==> config.mk <==
export PLATFORM = sky130hd
export DESIGN_NAME = frame_rate_moving_average_unit
export DESIGN_NICKNAME = d
export VERILOG_FILES = /design/src/hdl/frm_pkg.sv /design/src/hdl/frm_window.sv /design/src/hdl/frm_divider.sv /design/src/hdl/frame_rate_moving_average_unit.sv
export SDC_FILE = /design/constraint.sdc
export NUM_CORES = 1
export LEC_CHECK = 0
export BUFFER_PORTS_ARGS = -buffer_cell sky130_fd_sc_hd__buf_2
export CAP_MARGIN = 20
export CORE_AREA = 3 3 309 311
export CTS_BUF_LIST = sky130_fd_sc_hd__clkbuf_4 sky130_fd_sc_hd__clkbuf_8
export DETAILED_ROUTE_END_ITERATION = 12
export DIE_AREA = 0 0 312 314
export PLACE_DENSITY_LB_ADDON = 0.25
export SLEW_MARGIN = 20
export SYNTH_ARGS = -nofsm -noshare
export SYNTH_HDL_FRONTEND = slang
export SYNTH_SLANG_ARGS = --single-unit
==> constraint.sdc <==
create_clock -name clock -period 3.9 [get_ports clock]
set_input_delay 0.39 -clock clock [delete_from_list [all_inputs] [get_ports clock]]
set_output_delay 0.39 -clock clock [all_outputs]
set_load 0.02 [all_outputs]
==> src/hdl/frm_pkg.sv <==
`default_nettype none
package frm_pkg;

   localparam int WINDOW_DEPTH = 32;
   localparam int SLOT_W = (WINDOW_DEPTH > 1) ? $clog2(WINDOW_DEPTH) : 1;
   localparam int DUR_W = 16;
   localparam int AVG_W = 16;
   localparam int FPS_W = 10;
   localparam int SUM_W = $clog2(WINDOW_DEPTH * 65535 + 1);
   localparam int RATE_NUMERATOR = 1000;
   localparam int RATE_BITS = 10;
   localparam int CNT_W = $clog2(RATE_BITS + 1);
   localparam int RESET_DURATION = 1;
   localparam int AVG_MAX = 65535;

   typedef enum logic [2:0] {
      ST_IDLE,
      ST_UPDATE,
      ST_MEAN,
      ST_RATE,
      ST_DONE
   } state_type;

   typedef struct packed {
      logic                 start;
      logic [RATE_BITS-1:0] dividend;
      logic [AVG_W-1:0]     divisor;
      logic [CNT_W-1:0]     bits;
   } div_cmd_type;

endpackage
`default_nettype wire

==> src/hdl/frm_window.sv <==
`default_nettype none
module frm_window (
   input  wire logic                         clock,
   input  wire logic                         reset,
   input  wire logic [frm_pkg::SLOT_W-1:0]   rd_slot,
   input  wire logic                         wr_en,
   input  wire logic [frm_pkg::SLOT_W-1:0]   wr_slot,
   input  wire logic [frm_pkg::DUR_W-1:0]    wr_data,
   output logic      [frm_pkg::DUR_W-1:0]    rd_data
);

   logic [frm_pkg::DUR_W-1:0]        mem [frm_pkg::WINDOW_DEPTH];
   logic [frm_pkg::WINDOW_DEPTH-1:0] valid_ff;
   logic [frm_pkg::WINDOW_DEPTH-1:0] valid_in;
   logic [frm_pkg::DUR_W-1:0]        rd_mem_ff;
   logic                             rd_valid_ff;

   always_comb begin
      valid_in = valid_ff;
      if (wr_en) begin
         valid_in[wr_slot] = 1'b1;
      end
   end

   always_ff @(posedge clock) begin
      if (reset) begin
         valid_ff <= '0;
      end else begin
         valid_ff <= valid_in;
      end
   end

   always_ff @(posedge clock) begin
      if (wr_en) begin
         mem[wr_slot] <= wr_data;
      end
      rd_mem_ff <= mem[rd_slot];
   end

   always_ff @(posedge clock) begin
      if (reset) begin
         rd_valid_ff <= 1'b0;
      end else begin
         rd_valid_ff <= valid_ff[rd_slot];
      end
   end

   // entries never written since reset read as one
   assign rd_data = rd_valid_ff ? rd_mem_ff : frm_pkg::DUR_W'(frm_pkg::RESET_DURATION);

endmodule
`default_nettype wire

==> src/hdl/frm_divider.sv <==
`default_nettype none
module frm_divider (
   input  wire logic                          clock,
   input  wire logic                          reset,
   input  wire frm_pkg::div_cmd_type          cmd,
   output logic      [frm_pkg::RATE_BITS-1:0] quotient,
   output logic                               done
);

   logic [frm_pkg::AVG_W-1:0]     rem_ff, rem_in;
   logic [frm_pkg::RATE_BITS-1:0] quo_ff, quo_in;
   logic [frm_pkg::AVG_W-1:0]     div_ff, div_in;
   logic [frm_pkg::CNT_W-1:0]     count_ff, count_in;
   logic                          done_ff, done_in;
   logic [frm_pkg::AVG_W:0]       trial;
   logic [frm_pkg::AVG_W:0]       diff;
   logic                          fits;

   always_comb begin
      trial = {rem_ff, quo_ff[frm_pkg::RATE_BITS-1]};
      diff  = trial - {1'b0, div_ff};
      fits  = trial >= {1'b0, div_ff};
      rem_in   = rem_ff;
      quo_in   = quo_ff;
      div_in   = div_ff;
      count_in = count_ff;
      done_in  = 1'b0;
      if (cmd.start) begin
         rem_in   = '0;
         quo_in   = cmd.dividend;
         div_in   = cmd.divisor;
         count_in = cmd.bits;
      end else if (count_ff != '0) begin
         // one quotient bit per cycle, restoring
         rem_in   = fits ? diff[frm_pkg::AVG_W-1:0] : trial[frm_pkg::AVG_W-1:0];
         quo_in   = {quo_ff[frm_pkg::RATE_BITS-2:0], fits};
         count_in = count_ff - 1'b1;
         done_in  = (count_ff == frm_pkg::CNT_W'(1));
      end
   end

   always_ff @(posedge clock) begin
      rem_ff <= rem_in;
      quo_ff <= quo_in;
      div_ff <= div_in;
   end

   always_ff @(posedge clock) begin
      if (reset) begin
         count_ff <= '0;
         done_ff  <= 1'b0;
      end else begin
         count_ff <= count_in;
         done_ff  <= done_in;
      end
   end

   assign quotient = quo_ff;
   assign done     = done_ff;

endmodule
`default_nettype wire

==> src/hdl/frame_rate_moving_average_unit.sv <==
`default_nettype none
// Moving-average frame-rate meter. Each item carries one frame duration in
// milliseconds; it replaces the oldest of the last 32 durations (all 1 after
// reset), and the result gives the truncated mean of the window, at least 1,
// and 1000 divided by that mean as frames per second. From acceptance
// to result, the block updates the window and running sum, takes the mean by
// a shift and loads the divider, lets the single restoring divider produce
// the rate one bit per cycle and flag done, and then loads the output
// register. The block takes no new item while one is in work. It accepts
// the next item while a finished result waits on rsp_stall; that item's
// result then holds until the waiting one is taken.
module frame_rate_moving_average_unit (
   input  wire logic                       clock,
   input  wire logic                       reset,
   input  wire logic                       req_valid,
   output logic                            req_stall,
   input  wire logic [frm_pkg::DUR_W-1:0]  req_frame_ms,
   output logic                            rsp_valid,
   input  wire logic                       rsp_stall,
   output logic      [frm_pkg::AVG_W-1:0]  rsp_average_ms,
   output logic      [frm_pkg::FPS_W-1:0]  rsp_frames_per_second
);

   frm_pkg::state_type              state_ff, state_in;
   logic [frm_pkg::SLOT_W-1:0]      slot_ff, slot_in;
   logic [frm_pkg::SUM_W-1:0]       sum_ff, sum_in;
   logic [frm_pkg::SUM_W-1:0]       mean;
   logic [frm_pkg::DUR_W-1:0]       dur_ff;
   logic [frm_pkg::AVG_W-1:0]       avg_ff;
   logic [frm_pkg::AVG_W-1:0]       avg_clamped;
   logic [frm_pkg::FPS_W-1:0]       fps_ff;
   logic                            rsp_valid_ff, rsp_valid_in;
   logic [frm_pkg::AVG_W-1:0]       rsp_avg_ff;
   logic [frm_pkg::FPS_W-1:0]       rsp_fps_ff;
   logic [frm_pkg::DUR_W-1:0]       old_dur;
   logic [frm_pkg::RATE_BITS-1:0]   quotient;
   logic                            div_done;
   frm_pkg::div_cmd_type            div_cmd;
   logic                            req_accept;
   logic                            win_wr_en;
   logic                            out_load;
   logic                            out_free;

   frm_window u_window (
      .clock   (clock),
      .reset   (reset),
      .rd_slot (slot_ff),
      .wr_en   (win_wr_en),
      .wr_slot (slot_ff),
      .wr_data (dur_ff),
      .rd_data (old_dur)
   );

   frm_divider u_divider (
      .clock    (clock),
      .reset    (reset),
      .cmd      (div_cmd),
      .quotient (quotient),
      .done     (div_done)
   );

   assign out_free   = !rsp_valid_ff || !rsp_stall;
   assign req_accept = req_valid && !req_stall;

   // window depth is a power of two, so the mean is a shift
   assign mean = sum_ff / frm_pkg::SUM_W'(frm_pkg::WINDOW_DEPTH);

   always_comb begin
      if (mean == '0) begin
         avg_clamped = frm_pkg::AVG_W'(1);
      end else if (mean > frm_pkg::SUM_W'(frm_pkg::AVG_MAX)) begin
         avg_clamped = frm_pkg::AVG_W'(frm_pkg::AVG_MAX);
      end else begin
         avg_clamped = mean[frm_pkg::AVG_W-1:0];
      end
   end

   // next state
   always_comb begin
      state_in = state_ff;
      case (state_ff)
         frm_pkg::ST_IDLE: begin
            if (req_valid) begin
               state_in = frm_pkg::ST_UPDATE;
            end
         end
         frm_pkg::ST_UPDATE: state_in = frm_pkg::ST_MEAN;
         frm_pkg::ST_MEAN: state_in = frm_pkg::ST_RATE;
         frm_pkg::ST_RATE: begin
            if (div_done) begin
               state_in = frm_pkg::ST_DONE;
            end
         end
         frm_pkg::ST_DONE: begin
            if (out_free) begin
               state_in = frm_pkg::ST_IDLE;
            end
         end
         default: state_in = frm_pkg::ST_IDLE;
      endcase
   end

   // outputs
   always_comb begin
      req_stall        = 1'b1;
      win_wr_en        = 1'b0;
      out_load         = 1'b0;
      div_cmd.start    = 1'b0;
      div_cmd.dividend = frm_pkg::RATE_BITS'(frm_pkg::RATE_NUMERATOR);
      div_cmd.divisor  = avg_clamped;
      div_cmd.bits     = frm_pkg::CNT_W'(frm_pkg::RATE_BITS);
      case (state_ff)
         frm_pkg::ST_IDLE: req_stall = 1'b0;
         frm_pkg::ST_UPDATE: win_wr_en = 1'b1;
         frm_pkg::ST_MEAN: div_cmd.start = 1'b1;
         frm_pkg::ST_RATE: ;
         frm_pkg::ST_DONE: out_load = out_free;
         default: ;
      endcase
   end

   always_comb begin
      sum_in = sum_ff - frm_pkg::SUM_W'(old_dur) + frm_pkg::SUM_W'(dur_ff);
      if (slot_ff == frm_pkg::SLOT_W'(frm_pkg::WINDOW_DEPTH - 1)) begin
         slot_in = '0;
      end else begin
         slot_in = slot_ff + 1'b1;
      end
      rsp_valid_in = rsp_valid_ff;
      if (out_load) begin
         rsp_valid_in = 1'b1;
      end else if (!rsp_stall) begin
         rsp_valid_in = 1'b0;
      end
   end

   always_ff @(posedge clock) begin
      if (reset) begin
         state_ff     <= frm_pkg::ST_IDLE;
         slot_ff      <= '0;
         sum_ff       <= frm_pkg::SUM_W'(frm_pkg::WINDOW_DEPTH * frm_pkg::RESET_DURATION);
         rsp_valid_ff <= 1'b0;
      end else begin
         state_ff     <= state_in;
         rsp_valid_ff <= rsp_valid_in;
         if (win_wr_en) begin
            slot_ff <= slot_in;
            sum_ff  <= sum_in;
         end
      end
   end

   always_ff @(posedge clock) begin
      if (req_accept) begin
         dur_ff <= req_frame_ms;
      end
      if (state_ff == frm_pkg::ST_MEAN) begin
         avg_ff <= avg_clamped;
      end
      if (state_ff == frm_pkg::ST_RATE && div_done) begin
         fps_ff <= quotient[frm_pkg::FPS_W-1:0];
      end
      if (out_load) begin
         rsp_avg_ff <= avg_ff;
         rsp_fps_ff <= fps_ff;
      end
   end

   assign rsp_valid             = rsp_valid_ff;
   assign rsp_average_ms        = rsp_avg_ff;
   assign rsp_frames_per_second = rsp_fps_ff;

endmodule
`default_nettype wire

; ---- Word-level counts from Yosys, hierarchy flattened
; Memory sizes are Yosys's and may differ from the RTL's. A register that Yosys moved wholly into a read port is not among the register bits.
; Index checks and enable logic that the tools add are counted.
[word_totals]
regBits = 178
ramBits = 512
input_bits = 20
output_inout_bits = 28
elab_cells = 75
memories = 1
[classes]
n_addsub = 5
n_lt_le_gt_ge = 4
n_eq_ne = 10
muxes = 23
bitwise_logic = 2
reduce_logical = 13
[memory_table]
columns = name, depth, word_bits, read_ports, rd_clocked_by_memory_dff, write_ports, line
row1 = u_window.mem, 32, 16, 1, 1, 1, frm_window.sv:12  ; logic [frm_pkg::DUR_W-1:0] mem [frm_pkg::WINDOW_DEPTH];
[op_table]
columns = cell, count
row1 = two-way mux 16 bit, 4
row2 = bitwise OR 32 bit, 1
row3 = adder 21 x 16 -> 21 bit, 1
row4 = zero test 21 bit, 1
row5 = subtractor 21 x 16 -> 21 bit, 1
row6 = greater-or-equal comparator 17 x 16 -> 1 bit, 1
row7 = greater-than comparator 16 bit (second input constant), 1
row8 = subtractor 16 bit, 1
row9 = one-hot mux 3 bit (5 select lines), 1
row10 = two-way mux 1 bit, 10
row11 = two-way mux 3 bit, 3
row12 = two-way mux 4 bit, 2
row13 = == test 3 x 2 -> 1 bit (second input constant), 2
row14 = less-than comparator 5 x 6 -> 1 bit (second input constant), 1
row15 = adder 5 x 1 -> 5 bit (second input constant), 1
row16 = binary-select mux 1 bit (select 5 bit), 1
row17 = demux 1 bit (select 5 bit), 1
row18 = == test 5 bit (second input constant), 1
row19 = greater-or-equal comparator 5 x 1 -> 1 bit (second input constant), 1
row20 = two-way mux 5 bit, 1
row21 = == test 4 x 1 -> 1 bit (second input constant), 1
row22 = != test 2 x 1 -> 1 bit (second input constant), 2
row23 = != test 2 bit (second input constant), 2
row24 = nonzero test 4 bit, 1
row25 = other kinds (12), 15

; ---- Longest topological paths before layout
; Gate-level depths: netlist of the first run.
[depth]
ltp_word = 5
depth_mapped = 13
ltp_nobuf = 13

; ---- Modules after synthesis
; From an unflattened synthesis of the first run, not the netlist that was laid out.
[unflattened]
hier_cells = 1689
area_unflattened_um2 = 28977.8
[modules_own_cells]
columns = module, n_inst, cells_each, area_per_inst_um2, seq_area_each_um2
row1 = frm_window, 1, 933, 21186.6, 16355.7
row2 = frame_rate_moving_average_unit, 1, 445, 4830.9, 2642.5
row3 = frm_divider, 1, 311, 2960.3, 1201.2

; ---- Worst setup path before layout of the first run
; No wires, ideal clock.
[synth_path]
kind = reg-to-reg
start = reg dur_ff[1] in the netlist's numbering
end = reg sum_ff[15] in the netlist's numbering
setup_time_ns = 0.140
arrival_ns = 2.999
required_ns = 3.760
slack_ns = 0.760
stages_incl_launch_ff = 12
path_buffers = 0
period_less_slack_ns = 3.140
path_cell_list = edfxtp_1 -> inv_1 -> fa_1 -> inv_1 -> ha_1 -> a21o_1 -> a21oi_1 -> o21a_1 -> o311ai_2 -> nor3b_1 -> mux2i_1 -> o311ai_0
[synth_between]
elab_chain_len = 1
[synth_rtl]
columns = item, line
row1 = start: declaration, frame_rate_moving_average_unit.sv:28  ; logic [frm_pkg::DUR_W-1:0] dur_ff;
row2 = start signal: assignment, frame_rate_moving_average_unit.sv:155  ; dur_ff <= req_frame_ms;
row3 = adder 21 x 16 -> 21 bit, frame_rate_moving_average_unit.sv:123  ; sum_in = sum_ff - frm_pkg::SUM_W'(old_dur) + frm_pkg::SUM_W'(dur_ff);
row4 = end signal: assignment, frame_rate_moving_average_unit.sv:141  ; sum_ff <= frm_pkg::SUM_W'(frm_pkg::WINDOW_DEPTH * frm_pkg::RESET_DURATION);
row5 = end signal: assignment, frame_rate_moving_average_unit.sv:148  ; sum_ff <= sum_in;
row6 = end: declaration, frame_rate_moving_average_unit.sv:26  ; logic [frm_pkg::SUM_W-1:0] sum_ff, sum_in;
; Every way passes these cells.
; A chain may end at the register's enable or synchronous reset.

; ---- Worst setup path after layout of the first run
[layout_path]
start = reg u_window.rd_valid_ff
end = reg sum_ff[20] in the netlist's numbering
[layout_between]
elab_chain_len = 3
[layout_rtl]
columns = item, line
row1 = start: declaration, frm_window.sv:16  ; logic rd_valid_ff;
row2 = start signal: assignment, frm_window.sv:44  ; rd_valid_ff <= valid_ff[rd_slot];
row3 = two-way mux 16 bit, frm_window.sv:49  ; assign rd_data = rd_valid_ff ? rd_mem_ff : frm_pkg::DUR_W'(frm_pkg::RESET_DURATION);
row4 = subtractor 21 x 16 -> 21 bit, frame_rate_moving_average_unit.sv:123
row5 = adder 21 x 16 -> 21 bit, frame_rate_moving_average_unit.sv:123
; Every way passes these cells.

==> qor.csv, run 1 <==
metric;value;unit
finalMaxSlewViolations;0;
vias;15500;
num_rows;112;
grt_pass1_vias;16000;
detail_route.wl_per_cell;23.2;um
required;4.52;ns
initial_core_util;29.9;%
setup_viol;0;
arrival;4.14;ns
dieArea;98000;um^2
layout.nets;1935;
post-route-min-period;3.51;ns
mostFrequentLayoutCells;edfxtp_1 (580), nor2_1 (147), mux4_2 (136);
die_y;314;um
synthToLayoutAreaGrowth;16.7;%
synth_top_area_share;62.7;%
port_buffers;47;
path_class;register to register;
synth.yosys.seq_area_share;70.6;%
grt_max_degree;48;
netlist_top_cells_area;edfxtp_1 (63%), mux4_2 (11%), dfxtp_1 (7.9%);
avgSynthCellArea;16.5;um^2
final_common_cell;edfxtp_1;
max_slew_margin;33.6;%
synthesis.instances;1686;
ant_nets;0;
first_iter_violations;1364;
worstMarginPinSlew;0.996;ns
vias_per_cell;4.84;
synth_largest_area_cell;edfxtp_1;
endpoint_kind;register;
cts_made_buffers;109;
drive_gt1_share;24.4;%
h-tree-depth;3;
hpwl;47.4;mm
cts_sinks;690;
yosysWarnings;0;
cts_resized;0;
first_pass_iters;4;
critPathLaunchType;register;
worst_ir_drop_vdd;296;uV
cts_root_buffer;clkbuf_8;
cts_tree;done;
crit_start;u_window.rd_valid_ff;
period_share;90.1;%
insertion_delay;0.75;ns
path_clk_slew;0.07;ns
synth-edff-count;580;
synth_area;27800;um^2
ys_ff_latch;690;
core;93000;um^2
routed_wl;74.4;mm
place_area;29900;um^2
min_from;req_valid;
p_total;18.6;mW
syn_nets;1767;
io_pins;48;
p_leak;10.8;nW
drcViolationCount;0;
grt_pass1_wl;109;mm
rr_startpoint;u_window.rd_valid_ff;
ys_types;65;
powerDensity;575;nW/um^2
cap_violations;0;
antenna_found_initial;4;
fmax;285;MHz
status;completed;
fin_worst_skew;0.0423;ns
hold_viol_final;0;
place.gp.congestion;0.852;
fin_area;32400;um^2
nFillCells;8969;
setup_tns;0;ns
grt_setup_unrepaired;no;
async_flop_share;0;%
fp.dieW;312;um
grt_usage;15.2;%
cts_max_path_buffers;3;
gr-total-overflow;0;
synth_top_flop_cell;edfxtp_1;
cp_max_fo;16;
hold_path_class;input port to register;
cts_setup_buffers;0;
[power by group]
part	switching, mW	internal (mW)
clock	2.88	3.52
combinational	2.14	1.44
sequential	0.287	8.38
[cells by family (layout without fill, tap and decap cells)]
family	after synthesis	after routing	synth area share, %
XOR/XNOR	28	28	0.883
multiplexers	147	147	11.4
AND/OR/NAND/NOR	352	352	5.98
buffers and inverters	183	444	2.62
flip-flops	690	690	70.6
AO/OA/AOI/OAI	225	225	5.28
other	0	2	0
adder cells (fa/ha/maj)	61	61	3.21
[through the flow]
step	hold slack (ns)	setup WS (ns)	instances	utilization, %
6_report	0.138	0.387	3203	34.8
5_1_grt	0.133	0.0847	3203	34.8
4_1_cts	0.0643	0.410	3201	34.8
3_5_place_dp	0.405	0.468	2980	32.2
3_3_place_gp	0.407	0.528	2980	32.2
2_1_floorplan	0.400	0.760	1686	-
[registers in the layout (all words and copies together) (netlist names), 5 cells and up]
| name | count |
|---|---|
| slot_ff | 5 |
| sum_ff | 21 |
| rsp_average_ms | 16 |
| u_window.valid_ff | 32 |
| dur_ff | 16 |
| u_divider.rem_ff | 16 |
| u_window.rd_mem_ff | 16 |
| fps_ff | 10 |
| rsp_frames_per_second | 10 |
| u_window.mem | 512 |
| u_divider.quotient | 10 |
| u_divider.div_ff | 16 |
[per-layer routing]
| layer | track usage, % | part of all wire, % | routed length, um |
|---|---|---|---|
| met5 | 0 | 0.036 | 27 |
| met4 | 4.56 | 2.5 | 1820 |
| met3 | 3.15 | 6.0 | 4490 |
| met2 | 24.2 | 47 | 34600 |
| met1 | 21.0 | 45 | 33400 |
[final timing paths]
path                                                  to  slack [ns]  cells after the start
worst min register to register  rsp_frames_per_second[3]        0.42                      0
worst max-delay path                          sum_ff[20]        0.39                     10
worst max register to register                sum_ff[20]        0.39                     10
worst min-delay path                         state_ff[0]        0.14                      5
[synth_stat cells (all sizes together) (13+ instances only)]
cell	instances
edfxtp	580
nor2	148
mux4	136
dfxtp	110
inv	93
nand2	78
a21oi	68
a22oi	68
clkbuf	56
ha	44
o21ai	38
buf	33
and2	23
nand4	22
nand3	20
fa	17
xnor2	15
xor2	13
[critical path, stage by stage (launching register included)]
cell	delay [ns]
dfxtp_1	0.66
and2_1	0.23
fa_1	0.46
fa_1	0.46
nand2b_1	0.19
a21oi_1	0.20
o21ai_1	0.16
o21bai_1	0.41
nand4_1	0.18
and4_1	0.23
nor4_1	0.20
[final cells by class]
type                            instances  area [um^2]  area share, %
Clock buffer                          165         1970           6.08
Sequential cell                       690        19600           60.5
Antenna cell                            2         5.00         0.0154
Timing Repair Buffer                  146         1100           3.38
Inverter                               94          353           1.09
Tap cell                             1254         1570           4.84
Multi-Input combinational cell        813         7470           23.0
Clock inverter                         39          332           1.02
[repair_timing]
item,4_1_cts,5_1_grt
hold endpoints to repair,17,0
setup endpoints to repair,0,0
hold buffers,17,0
Power figures use the tool's default switching activity.
==> run 2, diff against run 1 <==
- CORE_AREA: 3 3 309 311 -> 8 8 314 316
- DIE_AREA: 0 0 312 314 -> 0 0 322 324
==> qor.csv, run 2 (synthesis gave the netlist of run 1 again) <==
metric;value;unit
min_from;req_valid;
grt_usage;14.1;%
initial_core_util;29.6;%
dieArea;104000;um^2
setup_viol;0;
worstMarginPinSlew;1.01;ns
top_regs;u_window.mem (512), u_window.valid_ff (32), sum_ff (21);
cp_max_fo;16;
hold_path_class;input port to register;
insertion_delay;0.74;ns
first_pass_iters;6;
max_stage_delay;0.57;ns
fin_area;32500;um^2
p_total;18.8;mW
place_inst;2987;
max_slew_margin;32.8;%
setup_tns;0;ns
reg2reg_to;sum_ff[20];
cts_made_buffers;112;
vias;15600;
place.gp.congestion;0.804;
grt_setup_unrepaired;no;
fmax;299;MHz
largest_reg_flops;512;
gr-total-overflow;0;
first_iter_violations;1270;
worst_ir_drop_vdd;308;uV
fin_worst_skew;0.0601;ns
min_to;state_ff[0];
hold_viol_final;0;
mostFrequentLayoutCells;edfxtp_1 (580), nor2_1 (146), mux4_2 (136);
drive_gt1_share;25.0;%
p_leak;10.8;nW
path_cells;and2_1 -> fa_1 -> fa_1 -> nand2b_1 -> a21oi_1 -> o21ai_1 -> o21bai_1 -> nand4_1 -> and4_1 -> nor4_1;
drcViolationCount;0;
path_clk_slew;0.07;ns
grt_max_degree;42;
critPathMostFrequentCell;fa_1;
antenna_found_initial;2;
h-tree-depth;3;
layout.nets;1934;
final_common_cell;edfxtp_1;
rr_startpoint;u_window.rd_valid_ff;
hpwl;47.5;mm
critPathLaunchType;register;
ff2ff_setup_slack;0.56;ns
port_buffers;47;
slowest_stage;dfxtp_1;
num_rows;113;
io_pins;48;
cts_tree;done;
grt_pass1_wl;109;mm
arrival;3.94;ns
period_share;85.7;%
cts_root_buffer;clkbuf_8;
min_path_cells;5;
place_area;29900;um^2
rr_worst_depth;10;
synthToLayoutAreaGrowth;17.0;%
status;completed;
vias_per_cell;4.84;
cap_violations;0;
grt_pass1_vias;16100;
powerDensity;580;nW/um^2
cts_max_path_buffers;3;
die_y;324;um
cts_setup_buffers;0;
endpoint_kind;register;
fp.dieW;322;um
finalMaxSlewViolations;0;
path_class;register to register;
stdcell_count;3219;
regMostFlops;u_window.mem;
core;93900;um^2
post-route-min-period;3.34;ns
detail_route.wl_per_cell;23.0;um
ant_nets;0;
cts_sinks;690;
required;4.50;ns
routed_wl;73.9;mm
## run 2: where the power goes
group / internal [mW] / leakage (nW) / switching [mW]
registers: 8.38 / 6.14 / 0.282
clock network: 3.67 / 1.29 / 2.91
logic: 1.43 / 3.38 / 2.17
## run 2: worst max path at each step
stage / start / end / slack [ns]
2_1_floorplan: dur_ff[1] / sum_ff[15] / 0.76
3_3_place_gp: u_window.rd_valid_ff / sum_ff[20] / 0.66
3_5_place_dp: u_window.rd_valid_ff / sum_ff[20] / 0.62
4_1_cts: u_window.rd_valid_ff / sum_ff[20] / 0.56
5_1_grt: dur_ff[13] / sum_ff[18] / 0.21
6_report: u_window.rd_valid_ff / sum_ff[20] / 0.56
## run 2: per-layer routing
metal	wire, um	global-route usage (%)
met5	0	0
met4	2050	4.38
met3	4410	2.69
met2	34100	22.4
met1	33400	19.5
## run 2: layout make-up
cell class	count	area [um^2]
Tap cell	1265	1580
Sequential cell	690	19600
Fill cell	9084	61400
Timing Repair Buffer	142	1050
Multi-Input combinational cell	813	7470
Inverter	94	353
Clock inverter	22	171
Clock buffer	191	2230
Antenna cell	2	5.00
## run 2: timing repair
action	4_1_cts	5_1_grt
hold buffers	17	0
hold endpoints to repair	17	0
gates resized for setup	0	0
## run 2: through the flow
| stage | hold slack (ns) | utilization, % | worst slack [ns] |
|---|---|---|---|
| global placement | 0.404 | 31.9 | 0.662 |
| global route | 0.145 | 34.6 | 0.212 |
| floorplan | 0.400 | - | 0.760 |
| CTS | 0.0922 | 34.6 | 0.556 |
| finish | 0.153 | 34.6 | 0.557 |
| detailed placement | 0.406 | 31.9 | 0.617 |
## run 2: worst max-delay path: cells and delay by family, from the launching register on
family	cells	cell delay, ns
and+or+nand+nor	5	1.01
adders and majority gates	2	0.90
DFF	1	0.57
AOI/OAI and AO/OA	3	0.73
